[src/rtl/wsdf_pkg.sv]
// ----------------------------------------------------------------------------
// wsdf_pkg
// Shared types and constants for the frame deframer.
// ----------------------------------------------------------------------------
`default_nettype none

package wsdf_pkg;

    localparam int LENGTH_WIDTH_DEF = 64;

    localparam int BYTE_W   = 8;
    localparam int OPCODE_W = 4;
    localparam int KIND_W   = 2;

    typedef logic [BYTE_W-1:0]   byte_t;
    typedef logic [OPCODE_W-1:0] opcode_t;
    typedef logic [KIND_W-1:0]   kind_t;

    // Result kinds.
    localparam kind_t KIND_PAYLOAD     = 2'd0;
    localparam kind_t KIND_EMPTY_FRAME = 2'd1;
    localparam kind_t KIND_UNMASKED    = 2'd2;

    // Header fields of the first two header bytes.
    localparam byte_t MASK_BIT    = 8'h80;
    localparam byte_t LEN7_MASK   = 8'h7f;
    localparam byte_t OPCODE_MASK = 8'h0f;
    localparam logic [6:0] LEN7_EXT16 = 7'd126;
    localparam logic [6:0] LEN7_EXT64 = 7'd127;

endpackage

`default_nettype wire

[src/rtl/websocket_frame_deframer_top.sv]
// ----------------------------------------------------------------------------
// websocket_frame_deframer_top
// Parses a received byte stream into frames and unmasks the payload bytes.
// ----------------------------------------------------------------------------
//
//  Channel   Signals                                           Direction
//  --------  ------------------------------------------------  ---------
//  input     in_valid, in_ready, in_byte                        in
//  result    out_valid, out_ready, out_byte, frame_opcode,      out
//            last_of_frame, kind
//
//  One request is taken per cycle when not stalled; a result, if the byte
//  causes one, is shown in the cycle after the byte is taken. The parser
//  state updates at acceptance and the result sits in an output register, so
//  a new byte is taken while a result waits as long as that result leaves
//  in the same cycle. The critical path is the remaining-length decrement
//  and zero test. Reset returns the parser to the first header byte and
//  clears the halt state that an unmasked frame leaves behind.
// ----------------------------------------------------------------------------
`default_nettype none

module websocket_frame_deframer_top #(
    parameter int LENGTH_WIDTH = wsdf_pkg::LENGTH_WIDTH_DEF
) (
    input  wire                   clk,
    input  wire                   rst_n,
    input  wire                   in_valid,
    output logic                  in_ready,
    input  wire  wsdf_pkg::byte_t in_byte,
    output logic                  out_valid,
    input  wire                   out_ready,
    output wsdf_pkg::byte_t       out_byte,
    output wsdf_pkg::opcode_t     frame_opcode,
    output logic                  last_of_frame,
    output wsdf_pkg::kind_t       kind
);

    import wsdf_pkg::*;

    localparam logic [2:0] PH_HDR0    = 3'd0;
    localparam logic [2:0] PH_HDR1    = 3'd1;
    localparam logic [2:0] PH_EXT     = 3'd2;
    localparam logic [2:0] PH_KEY     = 3'd3;
    localparam logic [2:0] PH_PAYLOAD = 3'd4;
    localparam logic [2:0] PH_HALT    = 3'd5;

    typedef logic [LENGTH_WIDTH-1:0] len_t;

    logic [2:0]  phase_reg, phase_next;
    opcode_t     opcode_reg, opcode_next;
    logic [3:0]  ext_left_reg, ext_left_next;
    len_t        rem_reg, rem_next;
    logic [31:0] key_reg, key_next;
    logic [1:0]  key_seen_reg, key_seen_next;
    logic [1:0]  mask_idx_reg, mask_idx_next;

    logic        out_valid_reg, out_valid_next;
    byte_t       out_byte_reg, out_byte_next;
    opcode_t     out_opcode_reg, out_opcode_next;
    logic        out_last_reg, out_last_next;
    kind_t       out_kind_reg, out_kind_next;

    logic        accept;
    logic        emit;
    logic [6:0]  len7;
    byte_t       key_byte;
    len_t        rem_dec;

    assign in_ready = !out_valid_reg || out_ready;
    assign accept   = in_valid && in_ready;
    assign len7     = 7'(in_byte & LEN7_MASK);
    assign rem_dec  = rem_reg - len_t'(1);

    always_comb
    begin
        unique case (mask_idx_reg)
            2'd0:    key_byte = key_reg[31:24];
            2'd1:    key_byte = key_reg[23:16];
            2'd2:    key_byte = key_reg[15:8];
            default: key_byte = key_reg[7:0];
        endcase
    end

    always_comb
    begin
        phase_next      = phase_reg;
        opcode_next     = opcode_reg;
        ext_left_next   = ext_left_reg;
        rem_next        = rem_reg;
        key_next        = key_reg;
        key_seen_next   = key_seen_reg;
        mask_idx_next   = mask_idx_reg;
        emit            = 1'b0;
        out_byte_next   = out_byte_reg;
        out_opcode_next = out_opcode_reg;
        out_last_next   = out_last_reg;
        out_kind_next   = out_kind_reg;

        if (accept)
        begin
            unique case (phase_reg)
                PH_HDR0:
                begin
                    opcode_next = OPCODE_W'(in_byte & OPCODE_MASK);
                    phase_next  = PH_HDR1;
                end
                PH_HDR1:
                begin
                    if ((in_byte & MASK_BIT) == '0)
                    begin
                        phase_next    = PH_HALT;
                        emit          = 1'b1;
                        out_byte_next = '0;
                        out_last_next = 1'b0;
                        out_kind_next = KIND_UNMASKED;
                    end
                    else
                    begin
                        key_seen_next = '0;
                        key_next      = '0;
                        if (len7 == LEN7_EXT16)
                        begin
                            ext_left_next = 4'd2;
                            rem_next      = '0;
                            phase_next    = PH_EXT;
                        end
                        else if (len7 == LEN7_EXT64)
                        begin
                            ext_left_next = 4'd8;
                            rem_next      = '0;
                            phase_next    = PH_EXT;
                        end
                        else
                        begin
                            ext_left_next = '0;
                            rem_next      = len_t'(len7);
                            phase_next    = PH_KEY;
                        end
                    end
                end
                PH_EXT:
                begin
                    // Big-endian: older bytes shift toward the top and drop out.
                    rem_next      = {rem_reg[LENGTH_WIDTH-BYTE_W-1:0], in_byte};
                    ext_left_next = ext_left_reg - 4'd1;
                    if (ext_left_reg == 4'd1)
                    begin
                        phase_next = PH_KEY;
                    end
                end
                PH_KEY:
                begin
                    key_next = {key_reg[23:0], in_byte};
                    if (key_seen_reg == 2'd3)
                    begin
                        key_seen_next = '0;
                        mask_idx_next = '0;
                        if (rem_reg == '0)
                        begin
                            phase_next    = PH_HDR0;
                            emit          = 1'b1;
                            out_byte_next = '0;
                            out_last_next = 1'b1;
                            out_kind_next = KIND_EMPTY_FRAME;
                        end
                        else
                        begin
                            phase_next = PH_PAYLOAD;
                        end
                    end
                    else
                    begin
                        key_seen_next = key_seen_reg + 2'd1;
                    end
                end
                PH_PAYLOAD:
                begin
                    rem_next      = rem_dec;
                    mask_idx_next = mask_idx_reg + 2'd1;
                    emit          = 1'b1;
                    out_byte_next = in_byte ^ key_byte;
                    out_last_next = (rem_dec == '0);
                    out_kind_next = KIND_PAYLOAD;
                    if (rem_dec == '0)
                    begin
                        phase_next = PH_HDR0;
                    end
                end
                default:
                begin
                    phase_next = PH_HALT;
                end
            endcase
            if (emit)
            begin
                out_opcode_next = opcode_next;
            end
        end
    end

    always_comb
    begin
        if (emit)
        begin
            out_valid_next = 1'b1;
        end
        else if (out_ready)
        begin
            out_valid_next = 1'b0;
        end
        else
        begin
            out_valid_next = out_valid_reg;
        end
    end

    always_ff @(posedge clk or negedge rst_n)
    begin
        if (!rst_n)
        begin
            phase_reg     <= PH_HDR0;
            opcode_reg    <= '0;
            ext_left_reg  <= '0;
            rem_reg       <= '0;
            key_reg       <= '0;
            key_seen_reg  <= '0;
            mask_idx_reg  <= '0;
            out_valid_reg <= 1'b0;
        end
        else
        begin
            phase_reg     <= phase_next;
            opcode_reg    <= opcode_next;
            ext_left_reg  <= ext_left_next;
            rem_reg       <= rem_next;
            key_reg       <= key_next;
            key_seen_reg  <= key_seen_next;
            mask_idx_reg  <= mask_idx_next;
            out_valid_reg <= out_valid_next;
        end
    end

    always_ff @(posedge clk)
    begin
        out_byte_reg   <= out_byte_next;
        out_opcode_reg <= out_opcode_next;
        out_last_reg   <= out_last_next;
        out_kind_reg   <= out_kind_next;
    end

    assign out_valid     = out_valid_reg;
    assign out_byte      = out_byte_reg;
    assign frame_opcode  = out_opcode_reg;
    assign last_of_frame = out_last_reg;
    assign kind          = out_kind_reg;

endmodule

`default_nettype wire

[config.mk]
export PLATFORM = sky130hd
export DESIGN_NAME = websocket_frame_deframer_top
export DESIGN_NICKNAME = d
export VERILOG_FILES = /design/src/rtl/wsdf_pkg.sv /design/src/rtl/websocket_frame_deframer_top.sv
export SDC_FILE = /design/constraint.sdc
export NUM_CORES = 1
export LEC_CHECK = 0
export BUFFER_PORTS_ARGS = -buffer_cell sky130_fd_sc_hd__buf_2
export CORE_AREA = 3 3 121 123
export DETAILED_ROUTE_END_ITERATION = 8
export DIE_AREA = 0 0 124 126
export GPL_ROUTABILITY_DRIVEN = 0
export PLACE_DENSITY = 0.76
export SLEW_MARGIN = 20
export SYNTH_ARGS = -nofsm -noshare
export SYNTH_HDL_FRONTEND = slang
export SYNTH_SLANG_ARGS = --single-unit
export TNS_END_PERCENT = 5
[constraint.sdc]
create_clock -name clk -period 3.3 [get_ports clk]
set_clock_uncertainty 0.15 [all_clocks]
set_input_delay 0.33 -clock clk [delete_from_list [all_inputs] [get_ports clk]]
set_output_delay 0.33 -clock clk [all_outputs]
set_load 0.03 [all_outputs]
# Yosys cells after proc, flatten, opt, wreduce, memory -nomap -nowiden
# Index checks and enable logic that the tools add are counted.
# totals
regBits	127
n_memories	0
in_bits	12
ram_bits	0
wordCells	99
output_inout_bits	17
rom_bits	0
latch_bits	0
# classes
eq_ne	16
bitwise	1
muxes	45
n_shift	0
multipliers	0
n_addsub	4
order_cmp	0
n_reduce_logical	21
div_mod_pow	0
# ops
operator	count
case mux 64 bit (3 select lines)	1
zero test 64 bit	2
two-way mux 64 bit	1
case mux 32 bit (2 select lines)	1
subtractor 64 x 1 -> 64 bit, second input constant	1
case mux 8 bit (3 select lines)	2
two-way mux 32 bit	1
two-way mux 8 bit	3
two-way mux 4 bit	4
two-way mux 3 bit	5
case mux 3 bit (5 select lines)	1
equality test 7 bit, second input constant	2
two-way mux 7 bit	2
two-way mux 1 bit	12
two-way mux 2 bit	6
inequality test 2 bit, second input constant	6
AND reduction 3 bit	4
zero test 8 bit	1
case mux 2 bit (2 select lines)	2
case mux 4 bit (2 select lines)	1
nonzero test 2 bit	4
XOR 8 bit	1
equality test 3 x 2 -> 1 bit, second input constant	2
case mux 1 bit (3 select lines)	2
17 further kinds	20

# Longest topological paths before layout
# Gate-level depths: netlist of the first run.
# logic_depth
depth_word	7
ltp_mapped	11
mapped_depth_nobuf	10

# Worst setup path before layout of the first run
# Ideal clock, no wire load.
# synth_path
path_type	reg2reg
from	register rem_reg[0]
to	register out_kind_reg[0] (netlist: kind[0]) (enable)
setup_slack_ps	219
n_path_buf	0
required_ps	2772
arrival_ps	2553
period_less_slack_ps	3081
setup_time_ps	378
path_stages_with_launch	11
cell_sequence	dfrtp_1 > inv_1 > ha_1 > nor2b_1 > nand4_1 > or4_4 > nor2_4 > a31oi_1 > nor2_1 > nor2_1 > nor2_1
# synth_via
elab_chain_len	3
# synth_rtl
element	line_no	source
start: declaration	websocket_frame_deframer_top.sv:52	len_t rem_reg, rem_next;
start signal: assignment	websocket_frame_deframer_top.sv:235	rem_reg <= rem_next;
zero test 64 bit	websocket_frame_deframer_top.sv:158	if (rem_reg == '0)
inequality test 2 bit (no line)	--	
AND reduction 5 bit (no line)	--	
end signal: assignment	websocket_frame_deframer_top.sv:248	out_kind_reg <= out_kind_next;
end: declaration	websocket_frame_deframer_top.sv:61	kind_t out_kind_reg, out_kind_next;
# No other way between the ends.
# A chain may end at the register's enable or synchronous reset.

# Worst setup path after layout of the first run
# layout_path
from	register rem_reg[49]
to	register out_last_reg (netlist: last_of_frame), data pin
# layout_via
elab_chain_len	3
# layout_rtl
element	line_no	source
subtractor 64 x 1 -> 64 bit	websocket_frame_deframer_top.sv:72	assign rem_dec = rem_reg - len_t'(1);
zero test 64 bit	websocket_frame_deframer_top.sv:182	out_last_next = (rem_dec == '0);
case mux 1 bit (3 select lines)	websocket_frame_deframer_top.sv:101	unique case (phase_reg)
end signal: assignment	websocket_frame_deframer_top.sv:247	out_last_reg <= out_last_next;
end: declaration	websocket_frame_deframer_top.sv:60	logic out_last_reg, out_last_next;
# No other way between the ends.

==> impl_metrics.toml, run 1 <==
[route]
drt_iter0_drc = 1161
ant_nets = 0
drcViolationCount = 0
dr.pass1.iters = 6
vias_per_cell = 6.72
routed_wl_mm = 23.0
wl_per_cell_um = 20.1
vias = 7667

[clock_tree]
root_buffer = "clkbuf_16"
clock_path_buffers = 2
cts_tree = "yes"
clk_latency_ns = 0.43
clk_pin_slew_ns = 0.06
cts_made_buffers = 17
ctsHtreeMaxLevel = 4
cts.sinks = 127

[global_route]
antenna_found_initial = 0
grt_max_degree = 71
grt_pass1_vias = 7106
grt_overflow_total = 0
grtUsageTotal_pct = 30.0
grt_pass1_wl_mm = 37.2

[floorplanning]
chipHeight_um = 126
fp-row-count = 43
initial_core_util_pct = 56.2
core_mm2 = 0.0138
io_pins = 29
dieWidth_um = 124
die_area_mm2 = 0.0156

[timing]
whs_ns = 0.0582
slew_viol_final = 0
hold_viol = 0
min_period_ns = 3.22
maxSlewHeadroom_pct = 50.5
final-setup-viol-count = 0
setup_tns_ns = 0
timing.final.crit_share_pct = 97.5
fmax_ghz = 0.311
worst_pin_slew_ns = 0.742
final.setup.worst_slack_ns = 0.0821

[power_and_ir_drop]
p_leak_nw = 3.67
finalPower_mw = 8.99
peakVddDrop_mv = 0.729
p_per_area_mw_per_mm2 = 994

[synthesis]
synth-edff-count = 15
synth_area_per_cell_um2 = 8.51
synth_fa_ha_area_share_pct = 1.45
synthFlopType = "dfrtp_1"
synth_top_cells_by_count = "122 x o21ai_0, 112 x dfrtp_1, 103 x nor2_1, 71 x nand2_1, 66 x clkbuf_1"
ys_types = 59
netlist.top_cell.by_area = "dfrtp_1"
synth_top_family_by_area = "simple AND/OR/NAND/NOR gates"
ys_async_sr_fraction_pct = 88.2
synthTopCellsByArea = "dfrtp_1 36%, o21ai_0 7.9%, edfxtp_1 5.8%"
synth_xor_area_share_pct = 3.39
yosysMostFrequentCell = "o21ai_0"
synth_top_cell_area_share_pct = 36.2
synth_area_mm2 = 0.00774
synth_warnings = 0
synth_compound_area_share_pct = 23.7
muxShareOfSynthArea_pct = 0.582
synth-simple-area-share_pct = 24.4
ys_seq_elements = 127
postSynthCellCount = 909
synthesis.nets = 930
ys_seq_area_share_pct = 42.0

[setup_path]
cp_slowest_stage_delay_ns = 0.50
worst_path_max_delay_cell = "nor3_1"
endpoint_kind = "flip-flop"
cp_cell_sequence = "nor3_1, nand4_1, buf_4, nor4_1, buf_4, xnor2_1, nand3_1, a2111oi_2, nand4_1, o21ai_1"
critPathArrivalTime_ns = 3.34
critPathRequiredTime_ns = 3.42
path_max_fanout = 8
crit_type = "reg2reg"
cp-start-kind = "flip-flop"

[final_layout]
multiInputGateArea_mm2 = 0.00421
largest_register_ffs = 64
fillers = 1125
finalNetCount = 969
n_antenna_cell = 0
regArea_mm2 = 0.00325
final_cell_area_mm2 = 0.00905
fin_cells = 1141
drive_gt1_share_pct = 16.8
fin_util_pct = 65.7
syn2layout_area_growth_pct = 16.9

[place]
io_buffer_count = 28
detailed_place_hpwl_mm = 15.2
dpl.cell_count = 1101
dp_slack_ns = 0.125
placed_area_mm2 = 0.00830

[run_status]
outcome = "complete, no violations"

[hold_path]
hold_path_class = "in2reg"

[flow_run]
drv_cap = 0
==> cell families (layout without fill, tap and decap cells) <==
group / Yosys count / after routing
AOI/OAI and AO/OA: 291 / 291
xor gates and xnor gates: 30 / 30
adders and majority gates: 9 / 9
buffers and inverters: 90 / 142
DFF: 127 / 127
muxes: 4 / 4
and+or+nand+nor: 358 / 358
==> cell type report <==
cell class / instances / area share, %
Clock buffer: 20 / 5.05
Clock inverter: 12 / 2.03
Inverter: 16 / 0.664
Multi-Input combinational cell: 692 / 46.5
Sequential cell: 127 / 36.0
Tap cell: 180 / 2.49
Timing Repair Buffer: 94 / 7.33
==> layer usage <==
layer | share of wire, % | GRT usage (%)
met1 | 40 | 42.1
met2 | 47 | 45.3
met3 | 9.8 | 6.87
met4 | 3.0 | 11.2
met5 | 0 | 0
==> power breakdown <==
part           internal (mW)  switching [mW]
logic                   1.54            2.57
registers               2.09           0.753
clock network           1.31           0.725
==> cell usage in the layout (no fill, tap or decap), drive strengths merged, types with 25 or more instances in the layout <==
cell   count
xnor2     25
nor3      52
buf       93
o21ai    124
nand2     71
dfrtp    112
nor2     104
a21oi     58
nor4      36
a22o      34
==> worst paths after layout <==
kind	startpoint	end	slack, ns	cells after the start
max	rem_reg[49]$_DFFE_PN0P_	last_of_frame$_DFFE_PP_	0.08	10
min	in_byte[6]	key_reg[6]$_DFFE_PN0P_	0.06	2
max reg2reg	rem_reg[49]$_DFFE_PN0P_	last_of_frame$_DFFE_PP_	0.08	10
min reg2reg	opcode_reg[3]$_DFFE_PN0P_	opcode_reg[3]$_DFFE_PN0P_	0.33	2
max in group asynchronous	rst_n	rem_reg[46]$_DFFE_PN0P_	1.87	3
min in group asynchronous	rst_n	key_reg[27]$_DFFE_PN0P_	0.35	2
==> worst max-delay path, delay by kind of cell (launching register included) <==
family / cells / cell delay (ns)
DFF: 1 / 0.48
and+or+nand+nor: 5 / 1.34
buffers and inverters: 2 / 0.39
AOI/OAI and AO/OA: 2 / 0.56
xor gates and xnor gates: 1 / 0.13
==> what timing repair did <==
| action | 4_1_cts | 5_1_grt |
|---|---|---|
| setup buffers | 0 | 7 |
| setup endpoints to repair | 0 | 17 |
| gates resized for setup | 0 | 9 |
| hold buffers | 1 | 0 |
| hold endpoints to repair | 55 | 0 |
No activity file was read; power rests on OpenSTA's default activity.
==> run 2, diff against run 1 <==
--- a/config.mk
+++ b/config.mk
@@ -11,6 +11,7 @@
 export DIE_AREA = 0 0 124 126
 export GPL_ROUTABILITY_DRIVEN = 0
 export PLACE_DENSITY = 0.76
+export RECOVER_POWER = 25
 export SLEW_MARGIN = 20
 export SYNTH_ARGS = -nofsm -noshare
 export SYNTH_HDL_FRONTEND = slang
==> impl_metrics.toml, run 2 (synthesis results as in run 1) <==
[run_status]
outcome = "complete, no violations"

[power_and_ir_drop]
p_leak_nw = 3.64
finalPower_mw = 9.00
peakVddDrop_mv = 0.728
p_per_area_mw_per_mm2 = 997

[clock_tree]
clock_path_buffers = 2
ctsHtreeMaxLevel = 4
root_buffer = "clkbuf_16"
clk_latency_ns = 0.43
cts_made_buffers = 17
clk_pin_slew_ns = 0.06
cts_tree = "yes"
cts.sinks = 127

[place]
dp_slack_ns = 0.125
dpl.cell_count = 1101
detailed_place_hpwl_mm = 15.2
io_buffer_count = 28
placed_area_mm2 = 0.00830

[hold_path]
hold_path_class = "in2reg"

[global_route]
grt_pass1_vias = 7106
antenna_found_initial = 0
grt_max_degree = 71
grt_overflow_total = 0
grt_pass1_wl_mm = 37.2
grtUsageTotal_pct = 30.0

[final_layout]
fin_cells = 1141
final_common_cell = "o21ai_0"
drive_gt1_share_pct = 15.5
syn2layout_area_growth_pct = 16.7
n_antenna_cell = 0
fillers = 1130
mostFrequentLayoutCells = "122 x o21ai_0, 112 x dfrtp_1, 101 x nor2_1, 70 x nand2_1, 62 x buf_4"
finalNetCount = 969
largest_register_ffs = 64
final_cell_area_mm2 = 0.00903

[route]
drcViolationCount = 0
vias = 7700
routed_wl_mm = 23.1
vias_per_cell = 6.75
ant_nets = 0
dr.pass1.iters = 8
drt_iter0_drc = 1161
wl_per_cell_um = 20.2

[setup_path]
critPathArrivalTime_ns = 3.21
endpoint_kind = "flip-flop"
path_max_fanout = 7
crit_type = "reg2reg"
critPathRequiredTime_ns = 3.32
cp-start-kind = "flip-flop"

[floorplanning]
chipHeight_um = 126
dieWidth_um = 124
die_area_mm2 = 0.0156
fp-row-count = 43
io_pins = 29
initial_core_util_pct = 56.2
core_mm2 = 0.0138

[timing]
slew_viol_final = 0
final.setup.worst_slack_ns = 0.103
min_period_ns = 3.20
maxSlewHeadroom_pct = 3.57
timing.final.crit_share_pct = 96.9
hold_viol = 0
fmax_ghz = 0.313
worst_pin_slew_ns = 1.45
final-setup-viol-count = 0
whs_ns = 0.0594

[flow_run]
drv_cap = 0
==> run 2: changes by cell type in the layout (fill, tap and decap cells not counted) <==
cell / change
clkbuf_2: +1
clkbuf_1: +12
buf_4: -1
buf_2: -12
==> run 2: power by group <==
part           switching, mW  leakage (nW)  internal (mW)
registers              0.754          1.63           2.09
logic                   2.59          1.70           1.53
clock network          0.723         0.307           1.31
==> run 2: metal layers <==
metal	global-route usage, %	routed length, um
met1	42.1	9530
met2	45.3	10600
met3	6.87	2210
met4	11.2	690
met5	0	0
==> run 2: final cells by class <==
cell class | count | area, um^2 | share of cell area, %
multi-input cells | 692 | 4210 | 46.6
inverters | 16 | 60.1 | 0.665
clock inverters | 12 | 184 | 2.04
repair buffers | 94 | 646 | 7.15
flip-flops and latches | 127 | 3250 | 36.0
clock buffers | 20 | 457 | 5.06
well taps | 180 | 225 | 2.49
==> run 2: critical path, stage by stage, from the launching register on <==
cell	delay, ns
dfrtp_1	0.41
inv_1	0.13
ha_2	0.24
nor2b_2	0.18
nand4_1	0.15
or4_4	0.66
buf_2	0.21
buf_4	0.15
nor3_1	0.15
nor4_1	0.07
and4_1	0.17
nand4_1	0.15
o21ai_1	0.10
==> run 2: final timing paths <==
path	start	end	slack, ns	cells past startpoint
min in group asynchronous	rst_n	key_reg[27]$_DFFE_PN0P_	0.63	2
max in group asynchronous	rst_n	rem_reg[46]$_DFFE_PN0P_	1.38	3
min reg2reg	opcode_reg[3]$_DFFE_PN0P_	opcode_reg[3]$_DFFE_PN0P_	0.33	2
max	rem_reg[1]$_DFFE_PN0P_	last_of_frame$_DFFE_PP_	0.10	12
max reg2reg	rem_reg[1]$_DFFE_PN0P_	last_of_frame$_DFFE_PP_	0.10	12
min	in_byte[6]	key_reg[6]$_DFFE_PN0P_	0.06	2
==> run 2: per-stage QoR <==
stage / setup TNS (ns) / util [%]
after global placement: 0 / 60.3
final: 0 / 65.6
after floorplan: 0 / -
after detailed placement: 0 / 60.3
after CTS: 0 / 65.0
after global routing: -0.0495 / 65.6
==> run 2: what timing repair did <==
action | CTS | global route
buffers inserted | 0 | 7
endpoints found under the setup margin | 0 | 17
endpoints found under the hold margin | 55 | 0
hold buffers | 1 | 0
resized for setup | 0 | 9
==> run 3, diff against run 2 <==
==> constraint.sdc (replaced) <==
create_clock -name clk -period 3.3 [get_ports clk]
set_clock_uncertainty 0.15 [all_clocks]
set_input_delay 0.165 -clock clk [delete_from_list [all_inputs] [get_ports clk]]
set_output_delay 0.165 -clock clk [all_outputs]
set_load 0.03 [all_outputs]
==> impl_metrics.toml, run 3 (synthesis results as in run 1) <==
[run_status]
outcome = "finished, violations left"
violations = "max-capacitance violations, max-slew violations"

[power_and_ir_drop]
p_leak_nw = 3.68
peakVddDrop_mv = 0.677
p_per_area_mw_per_mm2 = 995

[timing]
min_period_ns = 3.14
setup_tns_ns = 0
rsz0062_at_grt = "false"
fmax_ghz = 0.319
final-setup-viol-count = 0
slew_viol_final = 60
timing.final.crit_share_pct = 95.1
worst_pin_slew_ns = 1.55
hold_viol = 0
maxSlewHeadroom_pct = -3.04
final.setup.worst_slack_ns = 0.162

[final_layout]
fillers = 1148
syn2layout_area_growth_pct = 17.8
multiInputGateArea_mm2 = 0.00421
finalNetCount = 978
mostFrequentLayoutCells = "122 x o21ai_0, 112 x dfrtp_1, 101 x nor2_1, 70 x nand2_1, 62 x buf_4"
regArea_mm2 = 0.00325
final_cell_area_mm2 = 0.00912
n_antenna_cell = 0
largest_register_ffs = 64
fin_cells = 1150
final_common_cell = "o21ai_0"
fin_util_pct = 66.2
drive_gt1_share_pct = 15.4

[flow_run]
drv_cap = 1

[setup_path]
endpoint_kind = "flip-flop"
r2r-end = "phase_reg[2]$_DFFE_PN0P_"
cp-start-kind = "flip-flop"
crit_type = "reg2reg"
path_max_fanout = 7
r2r_cells = 8
critPathRequiredTime_ns = 3.47
r2r_slack_ns = 0.16
critPathArrivalTime_ns = 3.30
worstReg2RegStart = "rem_reg[8]$_DFFE_PN0P_"

[clock_tree]
clock_path_buffers = 2
root_buffer = "clkbuf_16"
cts_tree = "yes"
clk_pin_slew_ns = 0.06
clk_latency_ns = 0.43
ctsHtreeMaxLevel = 4
cts.sinks = 127
cts_made_buffers = 17

[global_route]
grt_max_degree = 68
grt_pass1_vias = 7222
antenna_found_initial = 0
grt_overflow_total = 0
grt_pass1_wl_mm = 37.3
grtUsageTotal_pct = 30.4

[hold_path]
hold_path_class = "in2reg"
worstHoldPathCells = 5
hold_end = "opcode_reg[1]$_DFFE_PN0P_"
hp-start = "in_valid"

[route]
vias_per_cell = 6.71
drcViolationCount = 0
routed_wl_mm = 23.1
drt_iter0_drc = 1055
dr.pass1.iters = 8
vias = 7717
wl_per_cell_um = 20.1
ant_nets = 0

[floorplanning]
io_pins = 29
core_mm2 = 0.0138
die_area_mm2 = 0.0156
fp-row-count = 43
dieWidth_um = 124
initial_core_util_pct = 56.2
chipHeight_um = 126

[place]
dp_slack_ns = 0.190
io_buffer_count = 28
placed_area_mm2 = 0.00830
dpl.cell_count = 1101
detailed_place_hpwl_mm = 15.6
[run 3: worst max-delay path, cell delays in order (launching register included)]
cell     delay [ns]
dfrtp_1        0.46
nor4_4         0.45
nand4_2        0.22
or4_4          0.66
o21a_1         0.23
nor4_2         0.28
and4_1         0.22
nand4_1        0.14
o22a_1         0.20
[run 3: final cells by class]
class                      instances  area share (%)
inverter                          16           0.658
tap                              180            2.47
clock buffer                      23            5.24
clock inverter                     9            1.71
timing repair buffer             102            8.07
sequential                       127            35.7
multi-input combinational        693            46.2
[run 3: worst max-delay path by stage]
| stage | start | end | slack (ns) | cells past startpoint |
|---|---|---|---|---|
| 2_1_floorplan | rem_reg[0]$_DFFE_PN0P_ | kind[0]$_DFFE_PP_ | 0.22 | 10 |
| 3_3_place_gp | rem_reg[4]$_DFFE_PN0P_ | phase_reg[2]$_DFFE_PN0P_ | 0.27 | 8 |
| 3_5_place_dp | rem_reg[0]$_DFFE_PN0P_ | phase_reg[2]$_DFFE_PN0P_ | 0.19 | 10 |
| 4_1_cts | rem_reg[0]$_DFFE_PN0P_ | phase_reg[2]$_DFFE_PN0P_ | 0.17 | 10 |
| 5_1_grt | rem_reg[8]$_DFFE_PN0P_ | last_of_frame$_DFFE_PP_ | 0.003 | 9 |
| 6_report | rem_reg[8]$_DFFE_PN0P_ | phase_reg[2]$_DFFE_PN0P_ | 0.16 | 8 |
[run 3: stage by stage]
step	power, mW	hold slack [ns]
6_report	9.07	0.136
3_5_place_dp	6.75	0.143
2_1_floorplan	5.29	-0.281
4_1_cts	8.80	0.123
5_1_grt	9.61	0.150
3_3_place_gp	6.70	0.142
[run 3: what timing repair did]
item / 4_1_cts / 5_1_grt
endpoints found under the setup margin: 0 / 2
hold endpoints to repair: 74 / 0
hold buffers: 10 / 0
gates resized for setup: 0 / 8
buffers inserted: 0 / 6
[run 3: where the power goes]
part	switching (mW)	internal (mW)	total, mW
Sequential	0.758	2.09	2.85
Combinational	2.61	1.60	4.21
Clock	0.690	1.32	2.01
[run 3: metal layers]
| metal | track usage, % | wire, um | vias to the layer above |
|---|---|---|---|
| met5 | 0 | 0 | - |
| met4 | 13.9 | 816 | 0 |
| met3 | 7.81 | 2330 | 84 |
| met2 | 45.0 | 10500 | 520 |
| met1 | 42.0 | 9460 | 3613 |
| li1 | - | - | 3500 |
